## config.mk

```make
export PLATFORM = sky130hd
export DESIGN_NAME = base64_line_wrapped_encoder_unit
export DESIGN_NICKNAME = d
export VERILOG_FILES = /design/src/hdl/b64lw_pkg.sv /design/src/hdl/b64lw_group_enc.sv /design/src/hdl/base64_line_wrapped_encoder_unit.sv
export SDC_FILE = /design/constraint.sdc
export NUM_CORES = 1
export LEC_CHECK = 0
export ABC_AREA = 1
export BUFFER_PORTS_ARGS = -buffer_cell sky130_fd_sc_hd__buf_2
export CAP_MARGIN = 0
export CELL_PAD_IN_SITES_DETAIL_PLACEMENT = 1
export CELL_PAD_IN_SITES_GLOBAL_PLACEMENT = 1
export CORE_ASPECT_RATIO = 1.5
export CORE_MARGIN = 10
export CORE_UTILIZATION = 49
export DETAILED_ROUTE_END_ITERATION = 8
export GPL_ROUTABILITY_DRIVEN = 0
export PLACE_DENSITY_LB_ADDON = 0.08
export SETUP_SLACK_MARGIN = 0.3
export SLEW_MARGIN = 10
export SYNTH_ARGS = -nofsm -noshare
export SYNTH_HDL_FRONTEND = slang
export SYNTH_HIERARCHICAL = 1
export SYNTH_SLANG_ARGS = --single-unit
```

## constraint.sdc

```tcl
create_clock -name clk -period 8.3 [get_ports clk]
set_clock_uncertainty 0.15 [all_clocks]
set_input_delay 0 -clock clk [delete_from_list [all_inputs] [get_ports clk]]
set_output_delay 0 -clock clk [all_outputs]
set_load 0.01 [all_outputs]
```

## src/hdl/b64lw_pkg.sv

```systemverilog
// Package: types, constants and the sextet-to-character function of the encoder.
package b64lw_pkg;

  localparam logic [7:0] LINE_FEED       = 8'h0A;
  localparam logic [7:0] PAD_CHAR        = 8'h3D;
  localparam logic [7:0] LINE_LIMIT_RST  = 8'd72;
  localparam int         MAX_CHARS       = 5;

  typedef struct packed {
    logic [15:0] held_bytes;
    logic [1:0]  group_fill;
    logic [7:0]  line_count;
  } b64lw_state_t;

  typedef struct packed {
    logic [MAX_CHARS-1:0][7:0] chars;
    logic [2:0]                n_chars;
  } b64lw_burst_t;

  // Standard alphabet: A-Z a-z 0-9 + /
  function automatic logic [7:0] b64_char(input logic [5:0] v);
    logic [7:0] ch;
    if (v < 6'd26) begin
      ch = 8'(8'd65 + {2'b00, v});
    end else if (v < 6'd52) begin
      ch = 8'(8'd71 + {2'b00, v});
    end else if (v < 6'd62) begin
      ch = 8'({2'b00, v} - 8'd4);
    end else if (v == 6'd62) begin
      ch = 8'h2B;
    end else begin
      ch = 8'h2F;
    end
    return ch;
  endfunction

endpackage

```

## src/hdl/b64lw_group_enc.sv

```systemverilog
// Combinational group encoder: next state and character burst for one input byte.
module b64lw_group_enc (
  input  b64lw_pkg::b64lw_state_t state,
  input  logic [7:0]              line_limit,
  input  logic [7:0]              data_byte,
  input  logic                    is_final,
  output b64lw_pkg::b64lw_state_t state_next,
  output b64lw_pkg::b64lw_burst_t burst
);
  import b64lw_pkg::*;

  logic [7:0] b0;
  logic [7:0] b1;
  logic [8:0] sum;
  logic       lf_limit;

  assign b0       = state.held_bytes[15:8];
  assign b1       = state.held_bytes[7:0];
  assign sum      = {1'b0, state.line_count} + 9'd4;
  assign lf_limit = sum >= {1'b0, line_limit};

  always_comb begin
    state_next    = state;
    burst.chars   = '0;
    burst.n_chars = 3'd0;
    if (state.group_fill == 2'd2) begin
      // complete group
      burst.chars[0] = b64_char(b0[7:2]);
      burst.chars[1] = b64_char({b0[1:0], b1[7:4]});
      burst.chars[2] = b64_char({b1[3:0], data_byte[7:6]});
      burst.chars[3] = b64_char(data_byte[5:0]);
      burst.chars[4] = LINE_FEED;
      burst.n_chars  = (lf_limit || is_final) ? 3'd5 : 3'd4;
      state_next.held_bytes = '0;
      state_next.group_fill = 2'd0;
      state_next.line_count = (lf_limit || is_final) ? 8'd0 : sum[7:0];
    end else if (!is_final) begin
      state_next.held_bytes = (state.group_fill == 2'd0) ? {data_byte, 8'h00}
                                                         : {b0, data_byte};
      state_next.group_fill = 2'(state.group_fill + 2'd1);
    end else begin
      // partial group at end of message, always closed by a line feed
      if (state.group_fill == 2'd0) begin
        burst.chars[0] = b64_char(data_byte[7:2]);
        burst.chars[1] = b64_char({data_byte[1:0], 4'h0});
        burst.chars[2] = PAD_CHAR;
      end else begin
        burst.chars[0] = b64_char(b0[7:2]);
        burst.chars[1] = b64_char({b0[1:0], data_byte[7:4]});
        burst.chars[2] = b64_char({data_byte[3:0], 2'b00});
      end
      burst.chars[3] = PAD_CHAR;
      burst.chars[4] = LINE_FEED;
      burst.n_chars  = 3'd5;
      state_next     = '0;
    end
  end

endmodule

```

## src/hdl/base64_line_wrapped_encoder_unit.sv

```systemverilog
// Top level: Base64 encoder with line wrapping, one byte in, one character out per transfer.
// The first character of a byte's burst is valid in the cycle after the input transfer.
// Output: one character per cycle while out_stall is low, as the character buffer drains;
//   a byte produces 0, 4 or 5 characters.
// Bytes that only fill the group are taken at once, even while a burst drains.
// Reset (rst, synchronous): group and line count cleared, buffer empty, line_limit = 72.
module base64_line_wrapped_encoder_unit (
  input  logic       clk,
  input  logic       rst,
  // configuration: line_limit
  input  logic       cfg_wr_en,
  input  logic [7:0] cfg_wr_data,
  // input channel
  input  logic       in_valid,
  output logic       in_stall,
  input  logic [7:0] data_byte,
  input  logic       is_final,
  // output channel
  output logic       out_valid,
  input  logic       out_stall,
  output logic [7:0] out_char,
  output logic       run_last,
  output logic       msg_end
);
  import b64lw_pkg::*;

  b64lw_state_t state;
  b64lw_state_t state_next;
  b64lw_burst_t burst;
  logic [7:0]   line_limit;

  // Character buffer: char_buf[0] is the one on the output; shifts down on each take.
  logic [MAX_CHARS-1:0][7:0] char_buf;
  logic [2:0]                char_cnt;
  logic                      burst_final;

  logic take;
  logic buf_free;
  logic no_output;
  logic accept;

  b64lw_group_enc u_enc (
    .state      (state),
    .line_limit (line_limit),
    .data_byte  (data_byte),
    .is_final   (is_final),
    .state_next (state_next),
    .burst      (burst)
  );

  assign take      = out_valid && !out_stall;
  // Buffer can take a new burst when empty or when its last character leaves now.
  assign buf_free  = (char_cnt == 3'd0) || ((char_cnt == 3'd1) && take);
  // A byte that only joins the group produces nothing and never waits on the buffer.
  assign no_output = (state.group_fill != 2'd2) && !is_final;
  assign in_stall  = !(buf_free || no_output);
  assign accept    = in_valid && !in_stall;

  always_ff @(posedge clk) begin
    if (rst) begin
      state      <= '0;
      line_limit <= LINE_LIMIT_RST;
      char_cnt   <= 3'd0;
    end else begin
      if (cfg_wr_en) begin
        line_limit <= cfg_wr_data;
      end
      if (accept) begin
        state <= state_next;
      end
      if (accept && (burst.n_chars != 3'd0)) begin
        char_buf    <= burst.chars;
        char_cnt    <= burst.n_chars;
        burst_final <= is_final;
      end else if (take) begin
        for (int i = 0; i < MAX_CHARS - 1; i++) begin
          char_buf[i] <= char_buf[i+1];
        end
        char_cnt <= 3'(char_cnt - 3'd1);
      end
    end
  end

  assign out_valid = char_cnt != 3'd0;
  assign out_char  = char_buf[0];
  assign run_last  = char_cnt == 3'd1;
  assign msg_end   = (char_cnt == 3'd1) && burst_final;

endmodule

```

==> flow_summary.ini, run 1 <==
[cts]
clk_pin_slew_worst_paths_ns = 0.07
htree_levels = 3
clock_latency_ns = 0.35
cts_max_path_buffers = 2
cts.sinks = 78
cts_tree = done
cts_buffers = 9
cts_root_buffer = clkbuf_16

[worst_setup_path]
cp_data_required_time_ns = 8.12
end_kind = register
cp.arrival_ns = 4.41
criticalPathCategory = reg2reg
start_kind = register
cp_max_fo = 72

[die]
fp-row-count = 51
die_y_um = 162
core_region_area_mm2 = 0.0130
start_util_pct = 50.3
die_w_um = 114
dieArea_mm2 = 0.0185
io_pins = 34

[flow_run]
cap_violations = 0

[global_route]
antenna_found_initial = 0
grt_pass1_wl_mm = 36.9
grt_usage_pct = 25.0
grt_max_degree = 73
grt_overflow = 0
grt_pass1_vias = 7368

[placement]
dpl_cell_area_mm2 = 0.00666
port_buffers = 33
pre_cts_slack_ns = 3.84
place_hpwl_mm = 17.2

[cells_and_area]
area_delta_synth_final_pct = 9.45
design_area_mm2 = 0.00717
antennaDiodeCount = 0
final_util_pct = 55.1
drive_above_1_share_pct = 8.19
final_common_cell = nand2_1
final_cell_mix = 191 x nand2_1, 130 x inv_1, 126 x nor2_1
final_nets = 1061

[sta]
finalSetupTns_ns = 0
fin_crit_sh_pct = 55.4
fin_ws_ns = 3.70
hold_viol = 0
finalCriticalPeriod_ns = 4.60
worst_slew_pin_slew_ns = 1.27
maxSlewViolCount = 0
grt_setup_unrepaired = false
setup_violations = 0
relSlewSlack_pct = 14.4
max_freq_ghz = 0.218

[route]
vias = 6865
drt_wl_total_mm = 23.4
postRouteAntennaNets = 0
drc_errors = 0
dr.first_iter.drc_count = 501
wl_per_cell_um = 20.2
first_pass_iters = 5
via_per_inst = 5.92

[synth]
synth_top_family_by_area = simple AND/OR/NAND/NOR gates
synth_sequential_area_ratio_pct = 30.1
synth-compound-area-share_pct = 18.7
synthXorXnorAreaFrac_pct = 2.81
synthSimpleGateAreaFrac_pct = 27.2
synth.area.mux_share_pct = 0.153
synth_seq_cells = 78
avgSynthCellArea_um2 = 6.71
yosys.area_share.adder_pct = 8.21
yosys_warnings = 6
synth.distinct_cells = 49
syn_inst = 976
syn-cell-area_mm2 = 0.00655

[power_and_ir_drop]
powerDensity_mw_per_mm2 = 219
p_leak_nw = 3.26
p_switching_mw = 0.658
p_sw_share_pct = 42.0
seqPwrFrac_pct = 34.3
comb_power_share_pct = 38.8
max-vdd-ir-drop_mv = 0.156
internal_power_mw = 0.909
p_clk_share_pct = 26.9

[outcome]
outcome = completed

[min_path]
hp-class = in2reg
## critical path, stage by stage (launching register included)
cell	delay (ns)
dfxtp_1	0.41
ha_1	0.27
nand3_1	0.11
xor2_1	0.17
inv_1	0.09
ha_1	0.35
nand2_1	0.10
inv_1	0.11
nand3_1	0.13
nor2_1	0.14
nor2_2	0.07
nand4_4	0.13
nand2_1	0.07
inv_1	0.09
nor2_1	0.05
nand2_1	0.14
nand3_4	0.53
a21oi_4	1.06
## worst paths after layout
kind                                    start            end  slack (ns)  depth (start not counted)
worst max register to register       state[2]    out_char[1]        3.70                         17
worst min-delay path                cfg_wr_en  line_limit[6]        0.07                          4
worst max-delay path                 state[2]    out_char[1]        3.70                         17
worst min register to register  line_limit[3]  line_limit[3]        0.33                          2
## sequential cells by signal, indices dropped and copies added (netlist names)
name / flops
state: 26
line_limit: 8
char_buf: 32
char_cnt: 3
burst_final: 1
out_char: 8
## metrics by stage
| stage | power (mW) | hold slack [ns] | std cells |
|---|---|---|---|
| after CTS | 1.56 | 0.0562 | 1160 |
| after detailed placement | 1.13 | 0.0794 | 1123 |
| after floorplan | 0.953 | -0.0809 | 982 |
| after global routing | 1.66 | 0.124 | 1160 |
| after global placement | 1.08 | 0.0634 | 1123 |
| final | 1.57 | 0.0685 | 1160 |
## power groups by stage
stage	clock network, mW	logic (mW)	registers (mW)
6_report	0.421	0.609	0.538
3_3_place_gp	0	0.543	0.539
3_5_place_dp	0	0.582	0.546
4_1_cts	0.423	0.598	0.538
2_1_floorplan	0	0.425	0.528
5_1_grt	0.440	0.673	0.546
## layout make-up
class                   instances  area [um2]
well taps                     159         199
repair buffers                 56         390
clock buffers                   9         225
clock inverters                 7        80.1
inverters                     140         528
flip-flops and latches         78        1970
fillers                      1769        5850
multi-input cells             711        3780
## metal layers
metal	up-vias	GRT usage (%)	wire length, um
met3	91	3.97	926
met5	-	0	0
met2	218	45.0	12300
met4	0	19.0	1650
li1	3224	-	-
met1	3332	24.5	8560
## logic make-up (layout without fill, tap and decap cells)
logic type	Yosys count	in the layout
and+or+nand+nor	416	416
AOI/OAI and AO/OA	223	223
buffers and inverters	193	212
DFF	78	78
adders and majority gates	43	43
xor gates and xnor gates	21	21
other	1	7
muxes	1	1
## synthesized netlist by cell type, drive strengths merged
cell type / number / area share, %
o22ai: 4 / 0.38
mux2i: 1 / 0.15
a211oi: 4 / 0.46
ha: 43 / 8.2
a21oi: 52 / 4.1
a31oi: 5 / 0.48
buf: 41 / 4.0
o41ai: 1 / 0.13
o31ai: 1 / 0.11
or2: 5 / 0.48
o2111ai: 2 / 0.27
a22oi: 1 / 0.11
a21boi: 1 / 0.11
a31o: 1 / 0.13
nand4: 14 / 1.6
a21o: 2 / 0.23
xor2: 17 / 2.3
o21ai: 133 / 10
clkbuf: 12 / 0.71
nand3b: 1 / 0.11
o32ai: 1 / 0.13
o221ai: 2 / 0.27
nand3: 63 / 5.3
nor3: 8 / 0.61
dfxtp: 37 / 11
conb: 1 / 0.057
o211ai: 13 / 1.6
clkinv: 1 / 0.057
xnor2: 4 / 0.53
nand2: 194 / 11
edfxtp: 41 / 19
inv: 139 / 8.0
nor2: 131 / 7.8
## timing repair
item                                   4_1_cts  5_1_grt
endpoints found under the hold margin       12        0
setup buffers                                0        0
resized for setup                            0        0
hold buffers                                21        0
Power figures use the tool's default switching activity.
==> run 2, diff against run 1 <==
--- a/config.mk
+++ b/config.mk
@@ -12,7 +12,7 @@
 export CELL_PAD_IN_SITES_GLOBAL_PLACEMENT = 1
 export CORE_ASPECT_RATIO = 1.5
 export CORE_MARGIN = 10
-export CORE_UTILIZATION = 49
+export CORE_UTILIZATION = 41
 export DETAILED_ROUTE_END_ITERATION = 8
 export GPL_ROUTABILITY_DRIVEN = 0
 export PLACE_DENSITY_LB_ADDON = 0.08
==> constraint.sdc (replaced) <==
create_clock -name clk -period 3.9 [get_ports clk]
set_clock_uncertainty 0.15 [all_clocks]
set_input_delay 0 -clock clk [delete_from_list [all_inputs] [get_ports clk]]
set_output_delay 0 -clock clk [all_outputs]
set_load 0.01 [all_outputs]
==> run 2 against run 1 <==
Effect of this change:
- via count down 4.6%
- flip-flop and latch count unchanged
- core utilization down 8.3 points
- critical endpoint is now char_buf[37]
- largest cell class unchanged
- highest routed layer unchanged
==> flow_summary.ini, run 2 (synthesis gave the netlist of run 1 again) <==
[die]
die_y_um = 175
core_region_area_mm2 = 0.0157
fp-row-count = 56
start_util_pct = 41.7
dieArea_mm2 = 0.0215
io_pins = 34
die_w_um = 123

[sta]
maxSlewViolCount = 0
max_freq_ghz = 0.307
fin_crit_sh_pct = 83.5
grt_setup_unrepaired = false
relSlewSlack_pct = 25.8
finalSetupTns_ns = 0
hold_viol = 0
setup_violations = 0
worst_slew_pin_slew_ns = 1.11
finalCriticalPeriod_ns = 3.26
fin_ws_ns = 0.645

[cts]
cts_tree = done
htree_levels = 3
cts_buffers = 9
cts_max_path_buffers = 2
clock_latency_ns = 0.35
cts_root_buffer = clkbuf_16
clk_pin_slew_worst_paths_ns = 0.07
cts.sinks = 78

[power_and_ir_drop]
p_leak_nw = 3.31
powerDensity_mw_per_mm2 = 446
max-vdd-ir-drop_mv = 0.222
p_total_mw = 3.28

[worst_setup_path]
crit_family = simple AND/OR/NAND/NOR gates
reg2reg_to = char_buf[37]
critPathBufInv = 2
end_kind = register
r2r-start = state[2]
cp.arrival_ns = 3.10
cp_max_fo = 9
r2r_setup_slack_ns = 0.64
crit_top_cell = nand2_1
criticalPathCategory = reg2reg
crit_slowest_cell = nor2_2
slowest_delay_ns = 0.42
crit_chain = ha_2 -> nand3_1 -> xor2_1 -> inv_1 -> ha_1 -> nand4_1 -> nor3_1 -> nand2_1 -> nand4_4 -> nand2_1 -> inv_1 -> nor2_1 -> nand2_1 -> nand3_4 -> nor2_2
ff2ff_path_depth = 15
cp_data_required_time_ns = 3.74
start_kind = register

[cells_and_area]
nFillCells = 2111
largest_register_ffs = 32
layout.area.seq_mm2 = 0.00197
drive_above_1_share_pct = 9.40
area_delta_synth_final_pct = 12.2
regMostFlops = char_buf
largestRegisters = char_buf x32, state x26
final_cell_mix = 191 x nand2_1, 130 x inv_1, 125 x nor2_1
antennaDiodeCount = 0
final_common_cell = nand2_1
final_nets = 1071
multi_input_area_mm2 = 0.00380

[route]
wl_per_cell_um = 18.2
postRouteAntennaNets = 0
drc_errors = 0
first_pass_iters = 4
via_per_inst = 5.40
dr.first_iter.drc_count = 342
vias = 6551
drt_wl_total_mm = 22.1

[global_route]
grt_pass1_vias = 6817
antenna_found_initial = 0
grt_usage_pct = 20.6
grt_max_degree = 71
grt_overflow = 0
grt_pass1_wl_mm = 35.3

[outcome]
outcome = completed

[min_path]
hold_depth = 4
min_from = cfg_wr_en
whs_endpoint = line_limit[6]
hp-class = in2reg

[placement]
port_buffers = 33
pre_cts_slack_ns = 0.316
place_hpwl_mm = 16.1

[flow_run]
cap_violations = 0
## run 2: cell types whose count changed in the layout (fill, tap and decap cells not counted), sizes merged
cell,change
a21oi,+1
buf,+9
bufinv,-1
clkbuf,+1
clkinvlp,+1
dlygate4sd3,-1
## run 2: layout make-up
type | count | share of cell area (%)
Inverter | 140 | 7.18
Clock buffer | 9 | 3.06
Tap cell | 203 | 3.46
Multi-Input combinational cell | 712 | 51.7
Clock inverter | 7 | 0.749
Timing Repair Buffer | 65 | 7.05
Sequential cell | 78 | 26.8
## run 2: worst max-delay path by stage
stage	start	slack [ns]	cells past startpoint	end
floorplan	state[2]	0.57	16	char_buf[10]
global route	state[2]	0.34	20	char_cnt[0]
global placement	state[2]	0.37	15	out_char[6]
detailed placement	state[2]	0.32	15	out_char[1]
CTS	state[2]	0.27	15	out_char[1]
finish	state[2]	0.64	15	char_buf[37]
## run 2: stage by stage
step | area (um2) | hold WS (ns) | cells | utilization, %
global placement | 6760 | 0.0609 | 1174 | 43.1
CTS | 7240 | 0.0648 | 1210 | 46.1
finish | 7350 | 0.0570 | 1214 | 46.8
floorplan | 6590 | -0.0809 | 982 | -
global route | 7350 | 0.146 | 1214 | 46.8
detailed placement | 6760 | 0.0692 | 1174 | 43.1
## run 2: what timing repair did
action / CTS / global route
hold endpoints to repair: 12 / 0
hold buffers: 20 / 0
buffers inserted: 0 / 2
gates resized for setup: 0 / 8
setup endpoints to repair: 32 / 76
pin swaps: 0 / 2
gates cloned: 0 / 2
## run 2: per-layer routing
metal  vias up  GRT usage (%)  share of wire [%]
met4         0           10.5                4.5
li1       3245              -                  -
met5         -              0                  0
met1      3147           21.7                 39
met2       116           38.1                 53
met3        43           2.81                3.5
## run 2: tightest hold or removal path, cell delays in order
cell     delay (ns)
buf_2          0.17
inv_1          0.18
nand2_1        0.10
nand3_1        0.06
## run 2: report_power, final
group,total (mW),switching [mW],internal (mW)
sequential,1.13,0.101,1.03
clock,0.835,0.396,0.440
combinational,1.31,0.875,0.437
